`src/design/lps_pkg.sv`:
```
package lps_pkg;

    localparam int NUM_SLOTS = 8;
    localparam int MAX_STEPS = 8;
    localparam int SLOT_W = (NUM_SLOTS > 1) ? $clog2(NUM_SLOTS) : 1;
    localparam int NUM_MODES = 11;
    localparam logic [15:0] REPEAT_FOREVER = 16'hFFFF;
    localparam logic [3:0] MODE_ON = 4'd0;
    localparam logic [3:0] MODE_OFF = 4'd1;
    localparam logic [4:0] RESULT_CAP = 5'd16;

    // Operation codes of the input item.
    localparam logic FUNC_TICK = 1'b0;
    localparam logic FUNC_SET = 1'b1;

    // Result kinds.
    localparam logic KIND_DRIVE = 1'b0;
    localparam logic KIND_REPLY = 1'b1;

    // One mode record as kept per slot.
    typedef struct packed {
        logic        en;
        logic [15:0] pin;
        logic        pwm;
        logic        start_lvl;
        logic [3:0]  mode;
        logic        lvl;
    } mode_rec_t;

    // Per-slot counters.
    typedef struct packed {
        logic        pending;
        logic [2:0]  step;
        logic [15:0] tick_count;
        logic [15:0] repeat_count;
    } slot_cnt_t;

    // One result item.
    typedef struct packed {
        logic        kind;
        logic [2:0]  slot;
        logic [15:0] pin;
        logic        pwm;
        logic        state;
        logic        level;
        logic        accepted;
    } result_t;

    // Number of steps of a fixed profile.
    function automatic logic [2:0] prof_nsteps(input logic [3:0] m);
        logic [2:0] n;
        begin
            case (m)
                4'd4, 4'd5, 4'd8, 4'd9, 4'd10: n = 3'd2;
                4'd6:    n = 3'd4;
                4'd7:    n = 3'd6;
                default: n = 3'd1;
            endcase
            return n;
        end
    endfunction

    // Repetition count of a fixed profile.
    function automatic logic [15:0] prof_reps(input logic [3:0] m);
        logic [15:0] r;
        begin
            case (m)
                4'd4:                           r = 16'd2;
                4'd5, 4'd6, 4'd7, 4'd8, 4'd9, 4'd10: r = REPEAT_FOREVER;
                default:                        r = 16'd0;
            endcase
            return r;
        end
    endfunction

    // Duration of one step; steps beyond the table read as zero.
    function automatic logic [15:0] prof_dur(input logic [3:0] m, input logic [2:0] st);
        logic [15:0] d;
        begin
            d = 16'd0;
            case (m)
                4'd0: if (st == 3'd0) d = 16'd1;
                4'd2: if (st == 3'd0) d = 16'd2;
                4'd3: if (st == 3'd0) d = 16'd6;
                4'd4: d = (st == 3'd0) ? 16'd1 : (st == 3'd1) ? 16'd2 : 16'd0;
                4'd5: d = (st == 3'd0) ? 16'd1 : (st == 3'd1) ? 16'd19 : 16'd0;
                4'd6:
                begin
                    case (st)
                        3'd0, 3'd2: d = 16'd1;
                        3'd1:       d = 16'd2;
                        3'd3:       d = 16'd16;
                        default:    d = 16'd0;
                    endcase
                end
                4'd7:
                begin
                    case (st)
                        3'd0, 3'd2, 3'd4: d = 16'd1;
                        3'd1, 3'd3:       d = 16'd2;
                        3'd5:             d = 16'd13;
                        default:          d = 16'd0;
                    endcase
                end
                4'd8: d = (st < 3'd2) ? 16'd10 : 16'd0;
                4'd9: d = (st < 3'd2) ? 16'd5 : 16'd0;
                4'd10: d = (st < 3'd2) ? 16'd2 : 16'd0;
                default: d = 16'd0;
            endcase
            return d;
        end
    endfunction

endpackage

```
`src/design/lps_out_fifo.sv`:
```
// Result queue between the sequencer and the output channel.
module lps_out_fifo
(
    input  logic                   clk,
    input  logic                   rst_n,
    input  logic                   push,
    input  lps_pkg::result_t       push_data,
    input  logic                   push_last,
    output logic                   empty,
    output logic                   valid,
    input  logic                   stall,
    output lps_pkg::result_t       head,
    output logic                   head_last
);

    localparam int DEPTH = 32;

    lps_pkg::result_t mem_reg [DEPTH];
    logic             lst_reg [DEPTH];
    logic [4:0]       wr_reg;
    logic [4:0]       rd_reg;
    logic [5:0]       cnt_reg;
    logic             pop;

    assign pop = valid && !stall;
    assign valid = (cnt_reg != 6'd0);
    assign empty = !valid;
    assign head = mem_reg[rd_reg];
    assign head_last = lst_reg[rd_reg];

    // Storage writes.
    always_ff @(posedge clk)
    begin
        if (push)
        begin
            mem_reg[wr_reg] <= push_data;
            lst_reg[wr_reg] <= push_last;
        end
    end

    // Pointers and fill count.
    always_ff @(posedge clk or negedge rst_n)
    begin
        if (!rst_n)
        begin
            wr_reg <= '0;
            rd_reg <= '0;
            cnt_reg <= '0;
        end
        else
        begin
            if (push)
                wr_reg <= wr_reg + 5'd1;
            if (pop)
                rd_reg <= rd_reg + 5'd1;
            cnt_reg <= cnt_reg + {5'd0, push} - {5'd0, pop};
        end
    end

endmodule

```
`src/design/led_pattern_sequencer.sv`:
```
// LED pattern sequencer. A set-mode request (func=1) gives exactly one reply. After it is
// taken, the slots are compared one per cycle until the first one that drives the pin, or to the last.
// The request is then resolved and its reply staged, and the reply is queued with last
// set as the sequencer returns to idle. A tick (func=0) walks the slots one per cycle
// through one shared update unit. A slot that gives two drive events holds the walk
// while its events go out one at a time. The walk then ends and the final result, if any,
// is queued with last set. Each result waits in a staging register until the next one
// arrives, so that the final one can carry last. A tick gives up to sixteen results, or
// none at all. A new request is taken only once the sequencer is idle and the result
// queue has drained; the queue gives one result per cycle while the receiver does not
// stall. All slot state lives in registers that reset clears.
module led_pattern_sequencer
(
    input  logic        clk,
    input  logic        rst_n,
    input  logic        in_valid,
    output logic        in_stall,
    input  logic        func,
    input  logic [15:0] pin,
    input  logic        driver_pwm,
    input  logic [3:0]  req_mode,
    input  logic        polarity,
    input  logic        keep_last,
    input  logic        pin_read_level,
    output logic        out_valid,
    input  logic        out_stall,
    output logic        kind,
    output logic [2:0]  slot,
    output logic [15:0] pin_out,
    output logic        pwm_drive,
    output logic        drive_state,
    output logic        gpio_level,
    output logic        accepted,
    output logic        last
);

    localparam int SW = lps_pkg::SLOT_W;

    typedef enum logic [1:0] {ST_IDLE, ST_SET, ST_TICK, ST_DONE} state_t;

    state_t                 state_reg;
    lps_pkg::mode_rec_t     act_reg [lps_pkg::NUM_SLOTS];
    lps_pkg::mode_rec_t     bak_reg [lps_pkg::NUM_SLOTS];
    lps_pkg::mode_rec_t     shd_reg [lps_pkg::NUM_SLOTS];
    lps_pkg::slot_cnt_t     cnt_reg [lps_pkg::NUM_SLOTS];
    logic [SW:0]            idx_reg;
    logic [4:0]             nres_reg;
    logic                   found_reg;
    logic [SW-1:0]          fslot_reg;
    logic                   free_reg;
    logic [SW-1:0]          free_idx_reg;
    logic                   half_reg;
    logic [15:0]            q_pin_reg;
    logic                   q_pwm_reg;
    logic [3:0]             q_mode_reg;
    logic                   q_pol_reg;
    logic                   q_keep_reg;
    logic                   q_rd_reg;

    logic                   fifo_empty;
    logic                   push;
    logic                   push_last;
    lps_pkg::result_t       push_data;
    lps_pkg::result_t       head;
    logic                   head_last;
    lps_pkg::result_t       pend_reg;
    logic                   pend_valid_reg;

    logic [SW-1:0]          cur;
    lps_pkg::mode_rec_t     a_cur;
    lps_pkg::slot_cnt_t     c_cur;
    lps_pkg::mode_rec_t     a_new;
    lps_pkg::mode_rec_t     b_new;
    lps_pkg::mode_rec_t     s_new;
    lps_pkg::slot_cnt_t     c_new;
    logic                   ev_pend;
    logic                   ev_main;
    logic [1:0]             ev_n;
    lps_pkg::result_t       ev0;
    lps_pkg::result_t       ev1;
    lps_pkg::result_t       ev_first;
    logic [3:0]             m;
    logic [15:0]            dur;
    logic [15:0]            tc;
    logic [2:0]             nst;
    logic [2:0]             stp;
    logic                   ph;

    logic                   tick_emit;
    logic                   tick_split;
    lps_pkg::result_t       tick_data;

    logic                   set_ok;
    logic                   set_chg;
    logic                   set_hit;
    logic [SW-1:0]          set_slot;
    lps_pkg::mode_rec_t     set_rec;
    lps_pkg::result_t       set_reply;

    assign in_stall = (state_reg != ST_IDLE) || !fifo_empty || pend_valid_reg;
    assign cur = idx_reg[SW-1:0];
    assign a_cur = act_reg[cur];
    assign c_cur = cnt_reg[cur];

    // Drive event builder.
    function automatic lps_pkg::result_t mk_drive(input logic [SW-1:0] s,
                                                  input lps_pkg::mode_rec_t a,
                                                  input logic st);
        lps_pkg::result_t r;
        begin
            r.kind = lps_pkg::KIND_DRIVE;
            r.slot = 3'(s);
            r.pin = a.pin;
            r.pwm = a.pwm;
            r.state = st;
            r.level = a.pwm ? 1'b0 : (a.lvl ? st : !st);
            r.accepted = 1'b0;
            return r;
        end
    endfunction

    // Shared per-slot tick update unit.
    always_comb
    begin
        a_new = a_cur;
        b_new = bak_reg[cur];
        s_new = shd_reg[cur];
        c_new = c_cur;
        ev_pend = 1'b0;
        ev_main = 1'b0;
        ev0 = '0;
        ev1 = '0;
        m = '0;
        dur = '0;
        tc = '0;
        nst = '0;
        stp = '0;
        ph = 1'b0;
        if (c_cur.pending || a_cur.en)
        begin
            if (c_cur.pending)
            begin
                a_new = shd_reg[cur];
                c_new = '0;
                s_new.en = 1'b0;
                if (a_new.mode >= 4'd2)
                begin
                    ev0 = mk_drive(cur, a_new, 1'b1);
                    ev_pend = 1'b1;
                end
            end
            m = (a_new.mode >= 4'(lps_pkg::NUM_MODES)) ? lps_pkg::MODE_OFF : a_new.mode;
            if (m == lps_pkg::MODE_ON)
            begin
                ev1 = mk_drive(cur, a_new, 1'b1);
                ev_main = 1'b1;
            end
            else if (m == lps_pkg::MODE_OFF)
            begin
                ev1 = mk_drive(cur, a_new, 1'b0);
                ev_main = 1'b1;
                if (b_new.en)
                begin
                    a_new = b_new;
                    b_new = '0;
                    c_new.repeat_count = '0;
                    c_new.tick_count = '0;
                end
                else
                    a_new.en = 1'b0;
            end
            else
            begin
                dur = lps_pkg::prof_dur(m, c_new.step);
                nst = lps_pkg::prof_nsteps(m);
                tc = (c_new.tick_count != 16'hFFFF) ? c_new.tick_count + 16'd1
                                                    : c_new.tick_count;
                c_new.tick_count = tc;
                if (tc >= dur)
                begin
                    if (nst == 3'd1)
                    begin
                        ev1 = mk_drive(cur, a_new, 1'b0);
                        ev_main = 1'b1;
                        if (b_new.en)
                        begin
                            a_new = b_new;
                            b_new = '0;
                            c_new.repeat_count = '0;
                        end
                        else
                            a_new.en = 1'b0;
                        c_new.tick_count = dur;
                    end
                    else if (lps_pkg::prof_reps(m) == lps_pkg::REPEAT_FOREVER ||
                             c_new.repeat_count < lps_pkg::prof_reps(m))
                    begin
                        c_new.tick_count = '0;
                        stp = c_new.step + 3'd1;
                        if (stp >= nst)
                        begin
                            c_new.repeat_count = c_new.repeat_count + 16'd1;
                            stp = 3'd0;
                        end
                        c_new.step = stp;
                        ph = !stp[0];
                        ev1 = mk_drive(cur, a_new, a_new.lvl ? ph : !ph);
                        ev_main = 1'b1;
                    end
                    else if (c_new.repeat_count == lps_pkg::prof_reps(m))
                    begin
                        ev1 = mk_drive(cur, a_new, a_new.start_lvl);
                        ev_main = 1'b1;
                        if (b_new.en)
                        begin
                            a_new = b_new;
                            b_new = '0;
                            c_new.repeat_count = '0;
                            c_new.tick_count = '0;
                        end
                        else
                            a_new.en = 1'b0;
                    end
                end
            end
        end
        // The load event, when there is one, goes out before the step event.
        ev_n = {1'b0, ev_pend} + {1'b0, ev_main};
        ev_first = ev_pend ? ev0 : ev1;
    end

    // Event selection during the walk; a two-event slot sends its events one at a time.
    always_comb
    begin
        tick_emit = 1'b0;
        tick_split = 1'b0;
        tick_data = ev_first;
        if (state_reg == ST_TICK && idx_reg < (SW+1)'(lps_pkg::NUM_SLOTS) &&
            nres_reg < lps_pkg::RESULT_CAP)
        begin
            if (ev_n == 2'd2 && !half_reg)
            begin
                tick_emit = 1'b1;
                tick_split = 1'b1;
            end
            else if (ev_n != 2'd0)
            begin
                tick_emit = 1'b1;
                tick_data = (ev_n == 2'd2) ? ev1 : ev_first;
            end
        end
    end

    // Set-mode resolution once the slot search has ended.
    always_comb
    begin
        set_ok = (q_mode_reg < 4'(lps_pkg::NUM_MODES));
        set_chg = (q_mode_reg != act_reg[fslot_reg].mode) ||
                  (lps_pkg::prof_nsteps(q_mode_reg) == 3'd1);
        set_slot = found_reg ? fslot_reg : free_idx_reg;
        if (found_reg)
            set_hit = set_ok && !(set_chg && (cnt_reg[fslot_reg].pending ||
                                              act_reg[fslot_reg].pwm != q_pwm_reg));
        else
            set_hit = set_ok && free_reg;
        set_rec = shd_reg[set_slot];
        if (!found_reg)
            set_rec.start_lvl = q_pwm_reg ? 1'b0 : q_rd_reg;
        else if (set_chg)
            set_rec.start_lvl = act_reg[fslot_reg].start_lvl;
        set_rec.mode = q_mode_reg;
        set_rec.pwm = q_pwm_reg;
        set_rec.pin = q_pin_reg;
        set_rec.lvl = q_pol_reg;
        set_rec.en = 1'b1;
        set_reply = '0;
        set_reply.kind = lps_pkg::KIND_REPLY;
        set_reply.pin = q_pin_reg;
        set_reply.accepted = set_hit;
        if (set_ok && (found_reg || free_reg))
            set_reply.slot = 3'(set_slot);
    end

    // Result push: a staged result goes into the queue when the next one arrives,
    // and the final one goes in with last set when the request is done.
    always_comb
    begin
        push = 1'b0;
        push_data = pend_reg;
        push_last = 1'b0;
        if (state_reg == ST_DONE)
        begin
            push = pend_valid_reg;
            push_last = 1'b1;
        end
        else if (tick_emit)
            push = pend_valid_reg;
    end

    lps_out_fifo u_fifo
    (
        .clk       (clk),
        .rst_n     (rst_n),
        .push      (push),
        .push_data (push_data),
        .push_last (push_last),
        .empty     (fifo_empty),
        .valid     (out_valid),
        .stall     (out_stall),
        .head      (head),
        .head_last (head_last)
    );

    assign kind = head.kind;
    assign slot = head.slot;
    assign pin_out = head.pin;
    assign pwm_drive = head.pwm;
    assign drive_state = head.state;
    assign gpio_level = head.level;
    assign accepted = head.accepted;
    assign last = head_last;

    // Sequencer and slot state.
    always_ff @(posedge clk or negedge rst_n)
    begin
        if (!rst_n)
        begin
            state_reg <= ST_IDLE;
            idx_reg <= '0;
            nres_reg <= '0;
            pend_valid_reg <= 1'b0;
            pend_reg <= '0;
            found_reg <= 1'b0;
            fslot_reg <= '0;
            free_reg <= 1'b0;
            free_idx_reg <= '0;
            half_reg <= 1'b0;
            q_pin_reg <= '0;
            q_pwm_reg <= 1'b0;
            q_mode_reg <= '0;
            q_pol_reg <= 1'b0;
            q_keep_reg <= 1'b0;
            q_rd_reg <= 1'b0;
            for (int i = 0; i < lps_pkg::NUM_SLOTS; i++)
            begin
                act_reg[i] <= '0;
                bak_reg[i] <= '0;
                shd_reg[i] <= '0;
                cnt_reg[i] <= '0;
            end
        end
        else
        begin
            case (state_reg)
                ST_IDLE:
                begin
                    if (in_valid && !in_stall)
                    begin
                        q_pin_reg <= pin;
                        q_pwm_reg <= driver_pwm;
                        q_mode_reg <= req_mode;
                        q_pol_reg <= polarity;
                        q_keep_reg <= keep_last;
                        q_rd_reg <= pin_read_level;
                        idx_reg <= '0;
                        nres_reg <= '0;
                        found_reg <= 1'b0;
                        free_reg <= 1'b0;
                        half_reg <= 1'b0;
                        state_reg <= (func == lps_pkg::FUNC_SET) ? ST_SET : ST_TICK;
                    end
                end
                ST_SET:
                begin
                    // One slot compared per cycle; the first match or the last free
                    // slot wins.
                    if (idx_reg < (SW+1)'(lps_pkg::NUM_SLOTS) && !found_reg)
                    begin
                        if (a_cur.en && a_cur.pin == q_pin_reg)
                        begin
                            found_reg <= 1'b1;
                            fslot_reg <= cur;
                        end
                        else if (!a_cur.en && !shd_reg[cur].en)
                        begin
                            free_reg <= 1'b1;
                            free_idx_reg <= cur;
                        end
                        idx_reg <= idx_reg + (SW+1)'(1);
                    end
                    else
                    begin
                        pend_valid_reg <= 1'b1;
                        pend_reg <= set_reply;
                        state_reg <= ST_DONE;
                        if (set_ok && found_reg && q_keep_reg)
                            bak_reg[fslot_reg] <= act_reg[fslot_reg];
                        if (set_hit)
                        begin
                            shd_reg[set_slot] <= set_rec;
                            cnt_reg[set_slot].pending <= 1'b1;
                        end
                    end
                end
                ST_TICK:
                begin
                    // One slot through the update unit each cycle; events go out
                    // one per cycle, so a two-event slot holds the walk until its second event goes out.
                    if (idx_reg < (SW+1)'(lps_pkg::NUM_SLOTS))
                    begin
                        if (tick_split)
                            half_reg <= 1'b1;
                        else
                        begin
                            act_reg[cur] <= a_new;
                            bak_reg[cur] <= b_new;
                            shd_reg[cur] <= s_new;
                            cnt_reg[cur] <= c_new;
                            half_reg <= 1'b0;
                            idx_reg <= idx_reg + (SW+1)'(1);
                        end
                        if (tick_emit)
                        begin
                            pend_valid_reg <= 1'b1;
                            pend_reg <= tick_data;
                            nres_reg <= nres_reg + 5'd1;
                        end
                    end
                    else
                        state_reg <= ST_DONE;
                end
                ST_DONE:
                begin
                    pend_valid_reg <= 1'b0;
                    state_reg <= ST_IDLE;
                end
                default: state_reg <= ST_IDLE;
            endcase
        end
    end

    assert property (@(posedge clk) disable iff (!rst_n)
        (in_valid && !in_stall) |=> (state_reg != ST_IDLE))
        else $error("request accepted but sequencer stayed idle");
    assert property (@(posedge clk) disable iff (!rst_n)
        (state_reg != ST_IDLE) |-> in_stall)
        else $error("input open while busy");
    assert property (@(posedge clk) disable iff (!rst_n)
        (nres_reg <= lps_pkg::RESULT_CAP))
        else $error("result count beyond cap");
    assert property (@(posedge clk) disable iff (!rst_n)
        (out_valid && out_stall) |=> (out_valid && $stable(pin_out) && $stable(kind)))
        else $error("stalled result changed");

endmodule

```
`config.mk`:
```
export PLATFORM = sky130hd
export DESIGN_NAME = led_pattern_sequencer
export DESIGN_NICKNAME = d
export VERILOG_FILES = /design/src/design/lps_pkg.sv /design/src/design/lps_out_fifo.sv /design/src/design/led_pattern_sequencer.sv
export SDC_FILE = /design/constraint.sdc
export NUM_CORES = 2
export LEC_CHECK = 0
export BUFFER_PORTS_ARGS = -buffer_cell sky130_fd_sc_hd__buf_2
export CAP_MARGIN = 20
export CORE_UTILIZATION = 50
export CTS_BUF_LIST = sky130_fd_sc_hd__clkbuf_2
export DETAILED_ROUTE_END_ITERATION = 8
export PLACE_DENSITY_LB_ADDON = 0.1
export SLEW_MARGIN = 10
export SYNTH_ARGS = -nofsm -noshare
export SYNTH_HDL_FRONTEND = slang
export SYNTH_SLANG_ARGS = --single-unit
```
`constraint.sdc`:
```
create_clock -name clk -period 7.8 [get_ports clk]
set_input_delay 0.78 -clock clk [delete_from_list [all_inputs] [get_ports clk]]
set_output_delay 0.78 -clock clk [all_outputs]
set_load 0.02 [all_outputs]
```
==> flow_metrics.env <==
export IMPL_groute_usage_overall_pct=32.9
export IMPL_first_global_vias=59300
export IMPL_drt_iter0_drc=6845
export IMPL_syn_nets=6292
export IMPL_critPathMaxFanout=68
export IMPL_crit_chain="buf_12 -> mux4_2 -> mux2_2 -> mux2_4 -> o311ai_4 -> o21ai_2 -> ha_1 -> nand4_1 -> nor3_1 -> buf_4 -> nand2_1 -> and4b_1 -> o311ai_1 -> a221o_1 -> o31a_1 -> o211a_2 -> nor3_1 -> nand3_2 -> o221ai_1 -> mux2_2"
export IMPL_max_freq_ghz=0.130
export IMPL_netlist_area_leader_share_pct=29.1
export IMPL_ir_drop_v=0.000302
export IMPL_cts_buffer_depth=4
export IMPL_core_region_area_mm2=0.163
export IMPL_synth_edf_count=800
export IMPL_place_detailed_hpwl_mm=169
export IMPL_syn_mean_instance_area_um2=13.3
export IMPL_crit_arrival_ns=9.43
export IMPL_final_cell_mix="dfrtp_1 (939), edfxtp_1 (800), clkbuf_2 (684)"
export IMPL_synthFlopType="dfrtp_1"
export IMPL_synth_top_cell_by_area="edfxtp_1"
export IMPL_wl_per_cell_um=30.3
export IMPL_grt_max_degree=176
export IMPL_first_pass_iters=7
export IMPL_grt_first_pass_wirelength_mm=405
export IMPL_cp_slowest_stage_delay_ns=0.86
export IMPL_fin_skew_ns=0.195
export IMPL_clockRootBuffer="clkbuf_2"
export IMPL_finalSetupViolCount=0
export IMPL_vias_per_cell=6.51
export IMPL_cp_start_kind="flop"
export IMPL_fin_tns_setup_ns=0
export IMPL_post_route_drc_count=0
export IMPL_nFillCells=13800
export IMPL_drive_gt1_share_pct=26.7
export IMPL_path_clk_slew_ns=0.11
export IMPL_cts_sinks=1749
export IMPL_critPathKind="reg -> reg"
export IMPL_end_kind="flop"
export IMPL_final_common_cell="dfrtp_1"
export IMPL_antenna_found_initial=11
export IMPL_io_buffers=55
export IMPL_place_inst=8227
export IMPL_crit_required_ns=9.57
export IMPL_finalNetCount=6678
export IMPL_cts_tree="built"
export IMPL_yosysWarnings=0
export IMPL_synth_area_top_cells="edfxtp_1 (29%), dfrtp_1 (29%), mux4_2 (8.2%)"
export IMPL_fp_dieArea_mm2=0.167
export IMPL_die_h_um=408
export IMPL_hold_class="in -> async"
export IMPL_numCtsBuffers=453
export IMPL_clock_latency_ns=1.93
export IMPL_grt_overflow_total=0
export IMPL_maxCapViolations=0
export IMPL_num_vias=59200
export IMPL_htreeDepth=5
export IMPL_place_gp_congestion=0.949
export IMPL_layout_min_cycle_time_ns=7.67
export IMPL_rsz0062_at_grt="no"
export IMPL_synth_distinct_cells=130
export IMPL_cpMaxStageDelayCell="nor3_1"
export IMPL_fp_row_count=148
export IMPL_fp_dieW_um=408
export IMPL_io_pins=56
export IMPL_period_share_pct=98.3
export IMPL_syn_instance_count=6215
export IMPL_powerDensity_mw_per_mm2=392
export IMPL_final_cells=9105
export IMPL_synth_cell_area_mm2=0.0826
export IMPL_syn_to_final_growth_pct=10.4
export IMPL_final_hold_viol_count=0
export IMPL_synth_async_reset_ratio_pct=54.3
export IMPL_worst_pin_slew_ns=1.35
export IMPL_largest_reg_flops=768
export IMPL_ant_nets=0
export IMPL_post_cts_buffers=0
export IMPL_final_max_slew_viol_count=0
export IMPL_max_slew_margin_pct=10.3
export IMPL_route_final_wire_length_mm=276
export IMPL_outcome="completed"
export IMPL_ys_seq_area_share_pct=57.9
export IMPL_p_leak_uw=0.0357
export IMPL_initial_core_util_pct=50.5
export IMPL_synth_seq_cells=1749
==> kinds of logic (layout without fill, tap and decap cells) <==
kind of cell	count (synthesis)	after routing	synth area share [%]
DFF	1749	1749	57.9
AOI/OAI and AO/OA	1714	1714	14.6
and+or+nand+nor	1183	1183	6.96
muxes	896	896	16.2
buffers and inverters	585	1290	3.26
adders and majority gates	48	48	0.737
xor gates and xnor gates	40	40	0.424
other	0	10	0
==> metal layers <==
| metal | track usage [%] | part of all wire (%) | vias to the layer above |
|---|---|---|---|
| met5 | 0 | 0.022 | - |
| met4 | 14.3 | 4.2 | 10 |
| met3 | 8.04 | 9.5 | 753 |
| met2 | 50.6 | 46 | 3227 |
| met1 | 44.3 | 40 | 30100 |
| li1 | - | - | 25100 |
==> report_power, final <==
group	internal, µW	switching, µW	total [µW]	leakage, µW
clock network	2360	3760	6120	0.00304
logic	5950	11500	17500	0.0124
registers	11000	1130	12200	0.0203
==> worst max-delay path: cells and delay by family, from the launching register on <==
family | cells | cell delay, ns
flip-flops | 1 | 0.51
AO/OA/AOI/OAI | 7 | 2.36
multiplexers | 4 | 1.59
buffers and inverters | 2 | 0.52
adder cells (fa/ha/maj) | 1 | 0.43
AND/OR/NAND/NOR | 6 | 2.10
==> area by class of cell <==
class / instances / area, µm² / share of cell area (%)
inverters: 100 / 375 / 0.412
repair buffers: 416 / 4070 / 4.46
multi-input cells: 3881 / 32300 / 35.5
diodes: 10 / 25.0 / 0.0274
flip-flops and latches: 1749 / 47800 / 52.4
well taps: 2175 / 2720 / 2.98
clock inverters: 91 / 413 / 0.453
clock buffers: 683 / 3420 / 3.75
==> timing repair <==
item                       CTS  global route
setup endpoints to repair    0            71
hold endpoints to repair   855             0
hold buffers                80             0
resized for setup            0             3
==> final timing paths <==
kind                                   start               end  slack, ns  cells after the start
max in group asynchronous              rst_n      pend_reg[22]       6.37                      5
worst max-delay path              idx_reg[1]       pend_reg[4]       0.13                     20
worst max register to register    idx_reg[1]       pend_reg[4]       0.13                     20
min in group clk                   out_stall  u_fifo.rd_reg[2]       0.43                      6
worst min-delay path                   rst_n      act_reg[131]       0.26                      4
worst min register to register  cnt_reg[231]      cnt_reg[231]       0.48                      2
==> through the flow <==
| step | setup WS [ns] | power (µW) | utilization [%] | area [µm²] | hold slack, ns |
|---|---|---|---|---|---|
| final | 0.134 | 35800 | 55.8 | 91200 | 0.258 |
| after global routing | 0.00878 | 37300 | 55.8 | 91200 | 0.170 |
| after CTS | 0.130 | 35400 | 55.6 | 90800 | 0.0496 |
| after detailed placement | 0.144 | 29200 | 52.8 | 86200 | 0.455 |
| after global placement | 0.101 | 29100 | 52.8 | 86200 | 0.454 |
| after floorplan | 0.0611 | 22800 | - | 82600 | 0.438 |
==> Yosys cell counts, types with 145 or more instances <==
| cell | number |
|---|---|
| a21oi_1 | 157 |
| a22oi_1 | 392 |
| clkbuf_1 | 265 |
| dfrtp_1 | 949 |
| edfxtp_1 | 800 |
| mux2_2 | 323 |
| mux2i_1 | 145 |
| mux4_2 | 301 |
| nand2_1 | 525 |
| nor2_1 | 238 |
| o21ai_0 | 411 |
| o21ai_1 | 167 |
Power figures use the tool's default switching activity.
